<file path="src/rtl/tks_pkg.sv">
// ----------------------------------------------------------------------------
// Top-k selector package
// Shared widths, word types and register map of the top-k selector.
// ----------------------------------------------------------------------------
package tks_pkg;

  localparam int SCORE_W    = 32;
  localparam int INDEX_W    = 10;
  localparam int RANK_W     = 3;
  localparam int TOP_CNT_W  = 4;

  localparam int DEF_MAX_K     = 8;
  localparam int DEF_MAX_ITEMS = 1024;

  localparam logic [TOP_CNT_W-1:0] TOP_COUNT_RESET = 4'd5;

  // Register map: one 32-bit register per word address.
  localparam int APB_DATA_W = 32;
  localparam int APB_ADDR_W = 3;
  localparam int REG_IDX_W  = APB_ADDR_W - 2;

  localparam logic [REG_IDX_W-1:0] REG_TOP_COUNT = '0;

  typedef struct packed {
    logic signed [SCORE_W-1:0] score;
    logic                      set_end;
  } item_t;

  typedef struct packed {
    logic [RANK_W-1:0]         rank;
    logic [INDEX_W-1:0]        class_index;
    logic signed [SCORE_W-1:0] best_score;
    logic                      final_res;
  } result_t;

endpackage

</file>
<file path="src/rtl/tks_cfg_regs.sv">
// ----------------------------------------------------------------------------
// Top-k selector configuration registers
// APB-style register file holding the number of results reported per set.
// ----------------------------------------------------------------------------
module tks_cfg_regs
  import tks_pkg::*;
(
  input  logic                  clk,
  input  logic                  rst,
  input  logic                  psel,
  input  logic                  penable,
  input  logic                  pwrite,
  input  logic [APB_ADDR_W-1:0] paddr,
  input  logic [APB_DATA_W-1:0] pwdata,
  output logic [APB_DATA_W-1:0] prdata,
  output logic                  pready,
  output logic [TOP_CNT_W-1:0]  top_count
);

  logic [REG_IDX_W-1:0] reg_idx;
  logic                 wr_en;

  assign reg_idx = paddr[APB_ADDR_W-1:2];
  assign wr_en   = psel && penable && pwrite;
  assign pready  = 1'b1;

  always_ff @(posedge clk) begin
    if (rst) begin
      top_count <= TOP_COUNT_RESET;
    end else if (wr_en && (reg_idx == REG_TOP_COUNT)) begin
      top_count <= pwdata[TOP_CNT_W-1:0];
    end
  end

  always_comb begin
    case (reg_idx)
      REG_TOP_COUNT: prdata = {{(APB_DATA_W-TOP_CNT_W){1'b0}}, top_count};
      default:       prdata = '0;
    endcase
  end

endmodule

</file>
<file path="src/rtl/tks_sorted_list.sv">
// ----------------------------------------------------------------------------
// Top-k selector sorted list
// Keeps the best MAX_K scores of the current set in descending order, with a
// parallel compare-and-insert per accepted word, and hands a copy of the list
// to the result buffer at the end of a set.
// ----------------------------------------------------------------------------
module tks_sorted_list
  import tks_pkg::*;
#(
  parameter int MAX_K     = DEF_MAX_K,
  parameter int MAX_ITEMS = DEF_MAX_ITEMS,
  localparam int CW       = $clog2(MAX_K + 1),
  localparam int PW       = $clog2(MAX_ITEMS + 1),
  localparam int IW       = $clog2(MAX_ITEMS)
)
(
  input  logic                      clk,
  input  logic                      rst,
  input  logic                      accept,
  input  item_t                     item,
  input  logic [TOP_CNT_W-1:0]      top_count,
  output logic                      load,
  output logic signed [SCORE_W-1:0] snap_score [MAX_K],
  output logic [IW-1:0]             snap_index [MAX_K],
  output logic [CW-1:0]             snap_count
);

  localparam int KW = (CW > TOP_CNT_W) ? CW : TOP_CNT_W;

  logic signed [SCORE_W-1:0] kept_score [MAX_K];
  logic [IW-1:0]             kept_index [MAX_K];
  logic [CW-1:0]             kept_count;
  logic [PW-1:0]             next_position;

  logic [CW-1:0] count_next;
  logic [PW-1:0] position_next;
  logic [MAX_K-1:0] take;
  logic [MAX_K-1:0] take_prev;
  logic          pos_ok;
  logic          do_ins;
  logic [KW-1:0] k_req;
  logic [KW-1:0] k_eff;
  logic [KW-1:0] count_wide;

  assign pos_ok = next_position < PW'(MAX_ITEMS);
  assign do_ins = accept && pos_ok;

  // A slot takes the new score when it is empty or holds a score that the new
  // one equals or beats; on a tie the newer, higher index goes first.
  always_comb begin
    for (int i = 0; i < MAX_K; i++) begin
      take[i] = (CW'(i) >= kept_count) || (item.score >= kept_score[i]);
    end
    take_prev[0] = 1'b0;
    for (int i = 1; i < MAX_K; i++) begin
      take_prev[i] = take[i-1];
    end
    for (int i = 0; i < MAX_K; i++) begin
      if (!do_ins || !take[i]) begin
        snap_score[i] = kept_score[i];
        snap_index[i] = kept_index[i];
      end else if (!take_prev[i]) begin
        snap_score[i] = item.score;
        snap_index[i] = IW'(next_position);
      end else begin
        snap_score[i] = kept_score[(i > 0) ? i - 1 : 0];
        snap_index[i] = kept_index[(i > 0) ? i - 1 : 0];
      end
    end
  end

  always_comb begin
    count_next = kept_count;
    if (do_ins && (kept_count < CW'(MAX_K))) begin
      count_next = kept_count + CW'(1);
    end
    position_next = do_ins ? next_position + PW'(1) : next_position;
  end

  always_comb begin
    k_req = KW'(top_count);
    if (k_req == '0) begin
      k_req = KW'(1);
    end
    k_eff      = (k_req > KW'(MAX_K)) ? KW'(MAX_K) : k_req;
    count_wide = KW'(count_next);
    snap_count = CW'((count_wide < k_eff) ? count_wide : k_eff);
  end

  assign load = accept && item.set_end && (snap_count != '0);

  always_ff @(posedge clk) begin
    if (rst) begin
      kept_count    <= '0;
      next_position <= '0;
    end else if (accept) begin
      if (item.set_end) begin
        kept_count    <= '0;
        next_position <= '0;
      end else begin
        kept_count    <= count_next;
        next_position <= position_next;
      end
    end
  end

  always_ff @(posedge clk) begin
    if (accept) begin
      kept_score <= snap_score;
      kept_index <= snap_index;
    end
  end

endmodule

</file>
<file path="src/rtl/tks_result_buf.sv">
// ----------------------------------------------------------------------------
// Top-k selector result buffer
// Holds the ranked list of a finished set and shifts it out best first, one
// result word per cycle while result_ready is high; the last word is marked.
// ----------------------------------------------------------------------------
module tks_result_buf
  import tks_pkg::*;
#(
  parameter int MAX_K     = DEF_MAX_K,
  parameter int MAX_ITEMS = DEF_MAX_ITEMS,
  localparam int CW       = $clog2(MAX_K + 1),
  localparam int IW       = $clog2(MAX_ITEMS)
)
(
  input  logic                      clk,
  input  logic                      rst,
  input  logic                      load,
  input  logic signed [SCORE_W-1:0] snap_score [MAX_K],
  input  logic [IW-1:0]             snap_index [MAX_K],
  input  logic [CW-1:0]             snap_count,
  output logic                      load_ok,
  output logic                      result_valid,
  input  logic                      result_ready,
  output result_t                   result
);

  logic signed [SCORE_W-1:0] buf_score [MAX_K];
  logic [IW-1:0]             buf_index [MAX_K];
  logic [CW-1:0]             remain;
  logic [CW-1:0]             rank_cnt;
  logic                      take;

  assign take         = result_valid && result_ready;
  assign result_valid = (remain != '0);
  // A new list may enter once the last word of the current one is leaving.
  assign load_ok      = (remain == '0) || ((remain == CW'(1)) && take);

  assign result.rank        = RANK_W'(rank_cnt);
  assign result.class_index = INDEX_W'(buf_index[0]);
  assign result.best_score  = buf_score[0];
  assign result.final_res   = (remain == CW'(1));

  always_ff @(posedge clk) begin
    if (rst) begin
      remain   <= '0;
      rank_cnt <= '0;
    end else if (load) begin
      remain   <= snap_count;
      rank_cnt <= '0;
    end else if (take) begin
      remain   <= remain - CW'(1);
      rank_cnt <= rank_cnt + CW'(1);
    end
  end

  always_ff @(posedge clk) begin
    if (load) begin
      buf_score <= snap_score;
      buf_index <= snap_index;
    end else if (take) begin
      for (int i = 0; i < MAX_K - 1; i++) begin
        buf_score[i] <= buf_score[i+1];
        buf_index[i] <= buf_index[i+1];
      end
    end
  end

endmodule

</file>
<file path="src/rtl/top_k_selector.sv">
// ----------------------------------------------------------------------------
// Top-k selector
// Streaming selection of the best k scores of each set, reported best first.
// ----------------------------------------------------------------------------
// The block takes one score word per cycle, with no gaps needed between words
// or between sets. Each score is ranked against the kept list by parallel
// compares, so the list is current right after every word. The word that
// ends a set emits min(k, scores in set) result words, one per cycle while
// result_ready is high, from a separate buffer while the next set streams in.
// Only a set-ending word can stall: it waits until the previous set's result
// words, up to k of them, have drained down to the final one. top_count is k;
// zero counts as one and values above MAX_K count as MAX_K. The value in force
// when a set's last word is accepted decides that set's count, so it may be
// changed within a set, but only while no word is in flight.
// ----------------------------------------------------------------------------
module top_k_selector
  import tks_pkg::*;
#(
  parameter int MAX_K     = DEF_MAX_K,
  parameter int MAX_ITEMS = DEF_MAX_ITEMS
)
(
  input  logic                  clk,
  input  logic                  rst,
  input  logic                  item_valid,
  output logic                  item_ready,
  input  item_t                 item,
  output logic                  result_valid,
  input  logic                  result_ready,
  output result_t               result,
  input  logic                  psel,
  input  logic                  penable,
  input  logic                  pwrite,
  input  logic [APB_ADDR_W-1:0] paddr,
  input  logic [APB_DATA_W-1:0] pwdata,
  output logic [APB_DATA_W-1:0] prdata,
  output logic                  pready
);

  localparam int CW = $clog2(MAX_K + 1);
  localparam int IW = $clog2(MAX_ITEMS);

  logic [TOP_CNT_W-1:0]      top_count;
  logic                      accept;
  logic                      load;
  logic                      load_ok;
  logic signed [SCORE_W-1:0] snap_score [MAX_K];
  logic [IW-1:0]             snap_index [MAX_K];
  logic [CW-1:0]             snap_count;

  assign item_ready = load_ok || !(item_valid && item.set_end);
  assign accept     = item_valid && item_ready;

  tks_cfg_regs u_cfg_regs (
    .clk       (clk),
    .rst       (rst),
    .psel      (psel),
    .penable   (penable),
    .pwrite    (pwrite),
    .paddr     (paddr),
    .pwdata    (pwdata),
    .prdata    (prdata),
    .pready    (pready),
    .top_count (top_count)
  );

  tks_sorted_list #(
    .MAX_K     (MAX_K),
    .MAX_ITEMS (MAX_ITEMS)
  ) u_sorted_list (
    .clk        (clk),
    .rst        (rst),
    .accept     (accept),
    .item       (item),
    .top_count  (top_count),
    .load       (load),
    .snap_score (snap_score),
    .snap_index (snap_index),
    .snap_count (snap_count)
  );

  tks_result_buf #(
    .MAX_K     (MAX_K),
    .MAX_ITEMS (MAX_ITEMS)
  ) u_result_buf (
    .clk          (clk),
    .rst          (rst),
    .load         (load),
    .snap_score   (snap_score),
    .snap_index   (snap_index),
    .snap_count   (snap_count),
    .load_ok      (load_ok),
    .result_valid (result_valid),
    .result_ready (result_ready),
    .result       (result)
  );

endmodule

</file>
<file path="config.mk">
export PLATFORM = sky130hd
export DESIGN_NAME = top_k_selector
export DESIGN_NICKNAME = d
export VERILOG_FILES = /design/src/rtl/tks_pkg.sv /design/src/rtl/tks_cfg_regs.sv /design/src/rtl/tks_sorted_list.sv /design/src/rtl/tks_result_buf.sv /design/src/rtl/top_k_selector.sv
export SDC_FILE = /design/constraint.sdc
export NUM_CORES = 2
export LEC_CHECK = 0
export ABC_AREA = 1
export BUFFER_PORTS_ARGS = -buffer_cell sky130_fd_sc_hd__buf_2
export CELL_PAD_IN_SITES_DETAIL_PLACEMENT = 2
export CELL_PAD_IN_SITES_GLOBAL_PLACEMENT = 2
export CORE_ASPECT_RATIO = 0.8
export CORE_UTILIZATION = 39
export CTS_CLUSTER_SIZE = 14
export DETAILED_ROUTE_END_ITERATION = 6
export HOLD_SLACK_MARGIN = 0.06
export PLACE_DENSITY = 0.91
export SLEW_MARGIN = 10
export SYNTH_ARGS = -nofsm -noshare
export SYNTH_HDL_FRONTEND = slang
export SYNTH_SLANG_ARGS = --single-unit
</file>
<file path="constraint.sdc">
create_clock -name clk -period 27.8 [get_ports clk]
set_clock_uncertainty 0.2 [all_clocks]
set_input_delay 5.56 -clock clk [delete_from_list [all_inputs] [get_ports clk]]
set_output_delay 5.56 -clock clk [all_outputs]
set_load 0.1 [all_outputs]
</file>
Word level (Yosys, flattened, before mapping). Index checks and enable logic that the tools add are counted.

Add/sub/neg operators: 4. $mul: 0. Divide/modulo/power cells: 0. $lt $le $gt $ge: 20. Equal/unequal tests: 1. Shift operators: 0. Mux-type cells: 44. Bitwise logic cells: 1. Reductions and logical operators: 47.

Operators by type and width (count): 32-bit two-way mux (15); 224-bit two-way mux (2); 32-bit >= comparator (8); 10-bit two-way mux (15); 70-bit two-way mux (2); 4-bit two-way mux (8); 11-bit two-way mux (2); 1-bit logical OR (18); 3-bit by 4-bit >= comparator with 1-bit output, first input constant (4); 11-bit by 1-bit adder with 11-bit output, second input constant (1); 1-bit logical AND (11); 11-bit < comparator, second input constant (1); 1-bit logical NOT (10); 4-bit by 1-bit adder with 4-bit output, second input constant (2); 1-bit by 4-bit >= comparator with 1-bit output, first input constant (2); 2-bit by 4-bit >= comparator with 1-bit output, first input constant (2); 4-bit logical NOT (2); 4-bit nonzero test (2); 4-bit by 1-bit equality test with 1-bit output, second input constant (1); 4-bit greater-than comparator, second input constant (1); 4-bit < comparator (1); 4-bit < comparator, second input constant (1); 2-bit nonzero test (2); 4-bit by 1-bit subtractor with 4-bit output, second input constant (1); 3 further kinds (3).

Register bits: 699. Bits in latches: 0. RAM bits: 0. ROM bits: 0. Input port bits: 75. Output and inout port bits: 81. Word-level logic and storage cells: 154. Memories kept: 0.

Depth between registers and ports, before layout.
Word-level depth: 14. Depth in mapped cells: 24.

Modules after synthesis. From an unflattened synthesis, not the netlist that was laid out.

Cell total of the unflattened synthesis: 5219. Area, all modules: 42117.9 µm².

Modules (own cells, without submodules): tks_sorted_list (instances 1, cells each 3754, area each 27062.2 µm², seq. area each 10390.0 µm²); tks_result_buf (instances 1, cells each 1393, area each 14580.2 µm², seq. area each 10229.8 µm²); tks_cfg_regs (instances 1, cells each 68, area each 454.2 µm², seq. area each 80.1 µm²); top_k_selector (instances 1, cells each 4, area each 21.3 µm², seq. area each 0.0 µm²).

Worst setup path after synthesis. Ideal clock, no wire load.

Path kind: input port to flip-flop. Start point: input port result_ready. End point: register u_result_buf.buf_index[10] (netlist name), enable pin. Library setup time: 0.672 ns. Arrival: 20.704 ns. Required time: 26.928 ns. Setup slack: 6.224 ns. Stages: 9. Path buffers: 1. Path through: nand4_1 -> nand2_2 -> nand2_1 -> inv_1 -> nand2_1 -> inv_1 -> nand2_2 -> buf_4 -> nand2_1.

Longest elaborated chain between the ends: 13. Elaborated cells on any way between the ends: 14.

RTL lines: from (decl) (RTL line top_k_selector.sv:29) `input logic result_ready,`; 1-bit logical AND (*) (RTL line tks_result_buf.sv:33) `assign take = result_valid && result_ready;`; 1-bit logical AND (*) (RTL line tks_result_buf.sv:36) `assign load_ok = (remain == '0) || ((remain == CW'(1)) && take);`; 1-bit logical OR (*) (RTL line tks_result_buf.sv:36); 1-bit logical OR (*) (RTL line top_k_selector.sv:51) `assign item_ready = load_ok || !(item_valid && item.set_end);`; via item_ready (RTL line top_k_selector.sv:26) `output logic item_ready,`; 1-bit logical AND (*) (RTL line top_k_selector.sv:52) `assign accept = item_valid && item_ready;`; 1-bit logical AND (RTL line tks_sorted_list.sv:46) `assign do_ins = accept && pos_ok;`; 1-bit logical AND (RTL line tks_sorted_list.sv:74) `if (do_ins && (kept_count < CW'(MAX_K))) begin`; 4-bit two-way mux (RTL line tks_sorted_list.sv:74); 4-bit < comparator (RTL line tks_sorted_list.sv:87) `snap_count = CW'((count_wide < k_eff) ? count_wide : k_eff);`; 4-bit two-way mux (RTL line tks_sorted_list.sv:87); 4-bit nonzero test (RTL line tks_sorted_list.sv:90) `assign load = accept && item.set_end && (snap_count != '0);`; 1-bit logical AND (*) (RTL line tks_sorted_list.sv:90); 2-bit nonzero test (no line) (*); to (signal assigned) (RTL line tks_result_buf.sv:59) `buf_index <= snap_index;`; to (signal, indexed assignment) (RTL line tks_result_buf.sv:63) `buf_index[i] <= buf_index[i+1];`; to (decl) (RTL line tks_result_buf.sv:28) `logic [IW-1:0] buf_index [MAX_K];`.

The timed path passes the listed nets; every way through them passes the cells marked *. A chain may end at the register's enable or synchronous reset.

Worst setup path in the final report.
Start point: input port item_valid. End point: output port item_ready.

Longest elaborated chain between the ends: 3.

RTL lines: from (decl) (RTL line top_k_selector.sv:25) `input logic item_valid,`; 1-bit logical AND (RTL line top_k_selector.sv:51); 1-bit logical NOT (RTL line top_k_selector.sv:51); 1-bit logical OR (RTL line top_k_selector.sv:51); to (decl) (RTL line top_k_selector.sv:26).

Every way passes these cells.

==> results.toml <==
[timing]
fin_setup_tns_ns = 0
final_max_slew_viol_count = 0
fmax_mhz = 82.3
slew_headroom_pct = 15.3
final-setup-viol-count = 0
min_period_over_period_pct = 43.7
hold_viol_final = 0
fin_crit_ns = 12.16
tightest_slew_ns = 1.27
rsz0062_at_grt = "false"

[power]
clockPowerShare_pct = 22.0
switching_power_w = 0.00213
ir_drop_uv = 88.3
p_seq_share_pct = 40.7
combPwrFrac_pct = 37.2
power.density_nw_per_um2 = 113
power.leakage_nw = 19.5
p_int_w = 0.00271
swShare_pct = 44.0

[setup_path]
r2r_cells = 16
r2r_end = "u_result_buf.result[33]$_DFFE_PP_"
cp.required_ns = 22.04
r2r_start = "u_sorted_list.kept_score[255]$_DFFE_PN_"
rrSetupSlack_ns = 21.33
path_max_fanout = 4
cp-start-kind = "input pin"
path_class = "in2out"
cp_data_arrival_time_ns = 6.40
critPathCaptureType = "primary output"

[grt]
grt_pass1_wl_mm = 249
grtUsageMet3_pct = 5.78
grt_max_degree = 151
grt_pass1_vias = 39088
grt_antenna_before_repair = 14
met2_usage_pct = 56.4
grt_usage_pct = 32.4
grt.overflow.total = 0
busiest_layer = "met2"
use_met1_pct = 38.6

[final_layout]
drive_gt1_share_pct = 5.84
multiInputGateArea_um2 = 15900
syn_to_final_growth_pct = 9.26
nets = 4884
regArea_um2 = 20700
mostFrequentLayoutCells = "nand2_1 (2,128), edfxtp_1 (672), o21ai_0 (418)"
utilization_pct = 43.2
n_fill_cell = 10922
mostFrequentLayoutCell = "nand2_1"

[floorplanning]
die_x_um = 357
coreArea_um2 = 99200
die_h_um = 286
start_util_pct = 39.5
io_pins = 156
fp.dieArea_um2 = 102000
num_rows = 103

[routing]
viasPerCell = 5.89
firstDrtPassIters = 6
vias = 34868
ant_nets = 0
post-route-drc-count = 0
routedWlPerCell_um = 28.2
totalWireLength_mm = 167
drtIter0Drc = 3130

[yosys]
yosysWarnings = 0
ys_ff_latch = 698
post-synth-top-area-fraction_pct = 51.4
synth_top_cell_by_area = "edfxtp_1"
yosys_most_used_dff = "edfxtp_1"
async_flop_share_pct = 0
syn_area_per_cell_um2 = 8.59
synth.area.top_cells = "edfxtp_1 (51%), nand2_1 (20%), ha_1 (8.5%)"
syn_inst = 4567
synth_cell_type_count = 40
netlist_area_um2 = 39200
synth_edf_count = 672
synth.yosys.seq_area_share_pct = 52.8

[place]
dp_hpwl_mm = 100
port_buffers = 96
gp_congestion = 0.850

[clock_tree]
cts_hold_buf = 0
root_buffer = "clkbuf_16"
cts_tree = "yes"
clkSinkCount = 698
clockBufferDepth = 3
ctsResizeCount = 0
cts_setup_buffers = 0
cts_buffers = 80
clk_latency_ns = 0.69
cts.clk_slew.worst_paths_ns = 0.05
htree_levels = 3

[job]
max_cap_violations = 0

[worst_hold_path]
hold_depth = 2
hold_path_class = "reg2reg"
hold_start = "u_result_buf.rank_cnt[1]$_SDFFE_PP0P_"
worstHoldEndpoint = "u_result_buf.rank_cnt[1]$_SDFFE_PP0P_"

[run_status]
outcome = "complete, no violations"
[routing by layer]
layer	routed length, um	share of wire [%]
met4	8250	4.9
met2	82600	50
met3	10900	6.6
met1	64900	39
met5	74	0.044
[worst max-delay path, cell delays in order]
cell	delay, ns
buf_2	0.13
nand2_1	0.07
a21oi_1	0.05
nand2_2	0.13
buf_2	0.44
[final cells by class]
cell class	instances	share of cell area, %
flip-flops and latches	698	48.3
multi-input cells	3265	37.1
clock buffers	107	5.03
well taps	1312	3.83
inverters	365	3.23
repair buffers	133	1.80
clock inverters	39	0.654
diodes	3	0.0175
[cells by family after synthesis]
family / share of synthesized area (%)
simple gates: 22.8
flops: 52.8
compound gates: 8.71
buf+inv: 7.05
fa+ha+maj: 8.48
xor+xnor: 0.156
other cells: 0.0191
[cell usage after synthesis (4+ instances only)]
| library cell | number |
|---|---|
| clkbuf_1 | 113 |
| nor3_1 | 17 |
| xor2_1 | 4 |
| buf_4 | 86 |
| nand3_1 | 33 |
| nor2_1 | 67 |
| buf_1 | 7 |
| nand3b_1 | 7 |
| inv_1 | 350 |
| a21oi_1 | 143 |
| edfxtp_1 | 672 |
| nor4_1 | 8 |
| o211ai_1 | 43 |
| o21ai_1 | 7 |
| ha_1 | 266 |
| o221ai_1 | 7 |
| nand4_1 | 33 |
| buf_2 | 60 |
| dfxtp_1 | 26 |
| clkinv_1 | 10 |
| nand2_1 | 2138 |
| a31oi_1 | 11 |
| inv_2 | 5 |
| o21ai_0 | 418 |
| o21a_1 | 9 |
[power by group through the flow]
stage	combinational, W	sequential [W]	clock (W)
final	0.00180	0.00197	0.00107
after global routing	0.00192	0.00200	0.00111
after CTS	0.00179	0.00197	0.00108
after detailed placement	0.00168	0.00196	0
after global placement	0.00152	0.00191	0
after floorplan	0.00118	0.00197	0
[how the worst max path moves through the flow]
stage,from,end,slack (ns),cells after the start
floorplan,result_ready,u_result_buf.buf_index[10]$_DFFE_PP_,6.22,9
global placement,item_valid,item_ready,15.65,5
detailed placement,item_valid,item_ready,15.63,5
CTS,item_valid,item_ready,15.63,5
global route,item_valid,item_ready,15.62,5
finish,item_valid,item_ready,15.64,5
[metrics by stage]
| step | instance area [um2] | total power (W) | hold WS, ns | cells | setup slack, ns |
|---|---|---|---|---|---|
| finish | 42900 | 0.00484 | 0.310 | 5922 | 15.64 |
| global route | 42900 | 0.00502 | 0.331 | 5922 | 15.62 |
| CTS | 42900 | 0.00483 | 0.309 | 5919 | 15.63 |
| detailed placement | 40400 | 0.00364 | 0.299 | 5773 | 15.63 |
| global placement | 40400 | 0.00342 | 0.279 | 5773 | 15.65 |
| floorplan | 39300 | 0.00315 | 0.265 | 4594 | 6.22 |
[registers in the layout, indices dropped and copies added (netlist names)]
name / cells
u_result_buf.rank_cnt: 3
u_sorted_list.kept_index: 80
u_sorted_list.kept_score: 256
u_result_buf.result: 42
u_cfg_regs.top_count: 4
u_result_buf.buf_score: 224
u_sorted_list.kept_count: 4
u_sorted_list.next_position: 11
u_result_buf.remain: 4
u_result_buf.buf_index: 70
No activity file was read; power rests on OpenSTA's default activity.
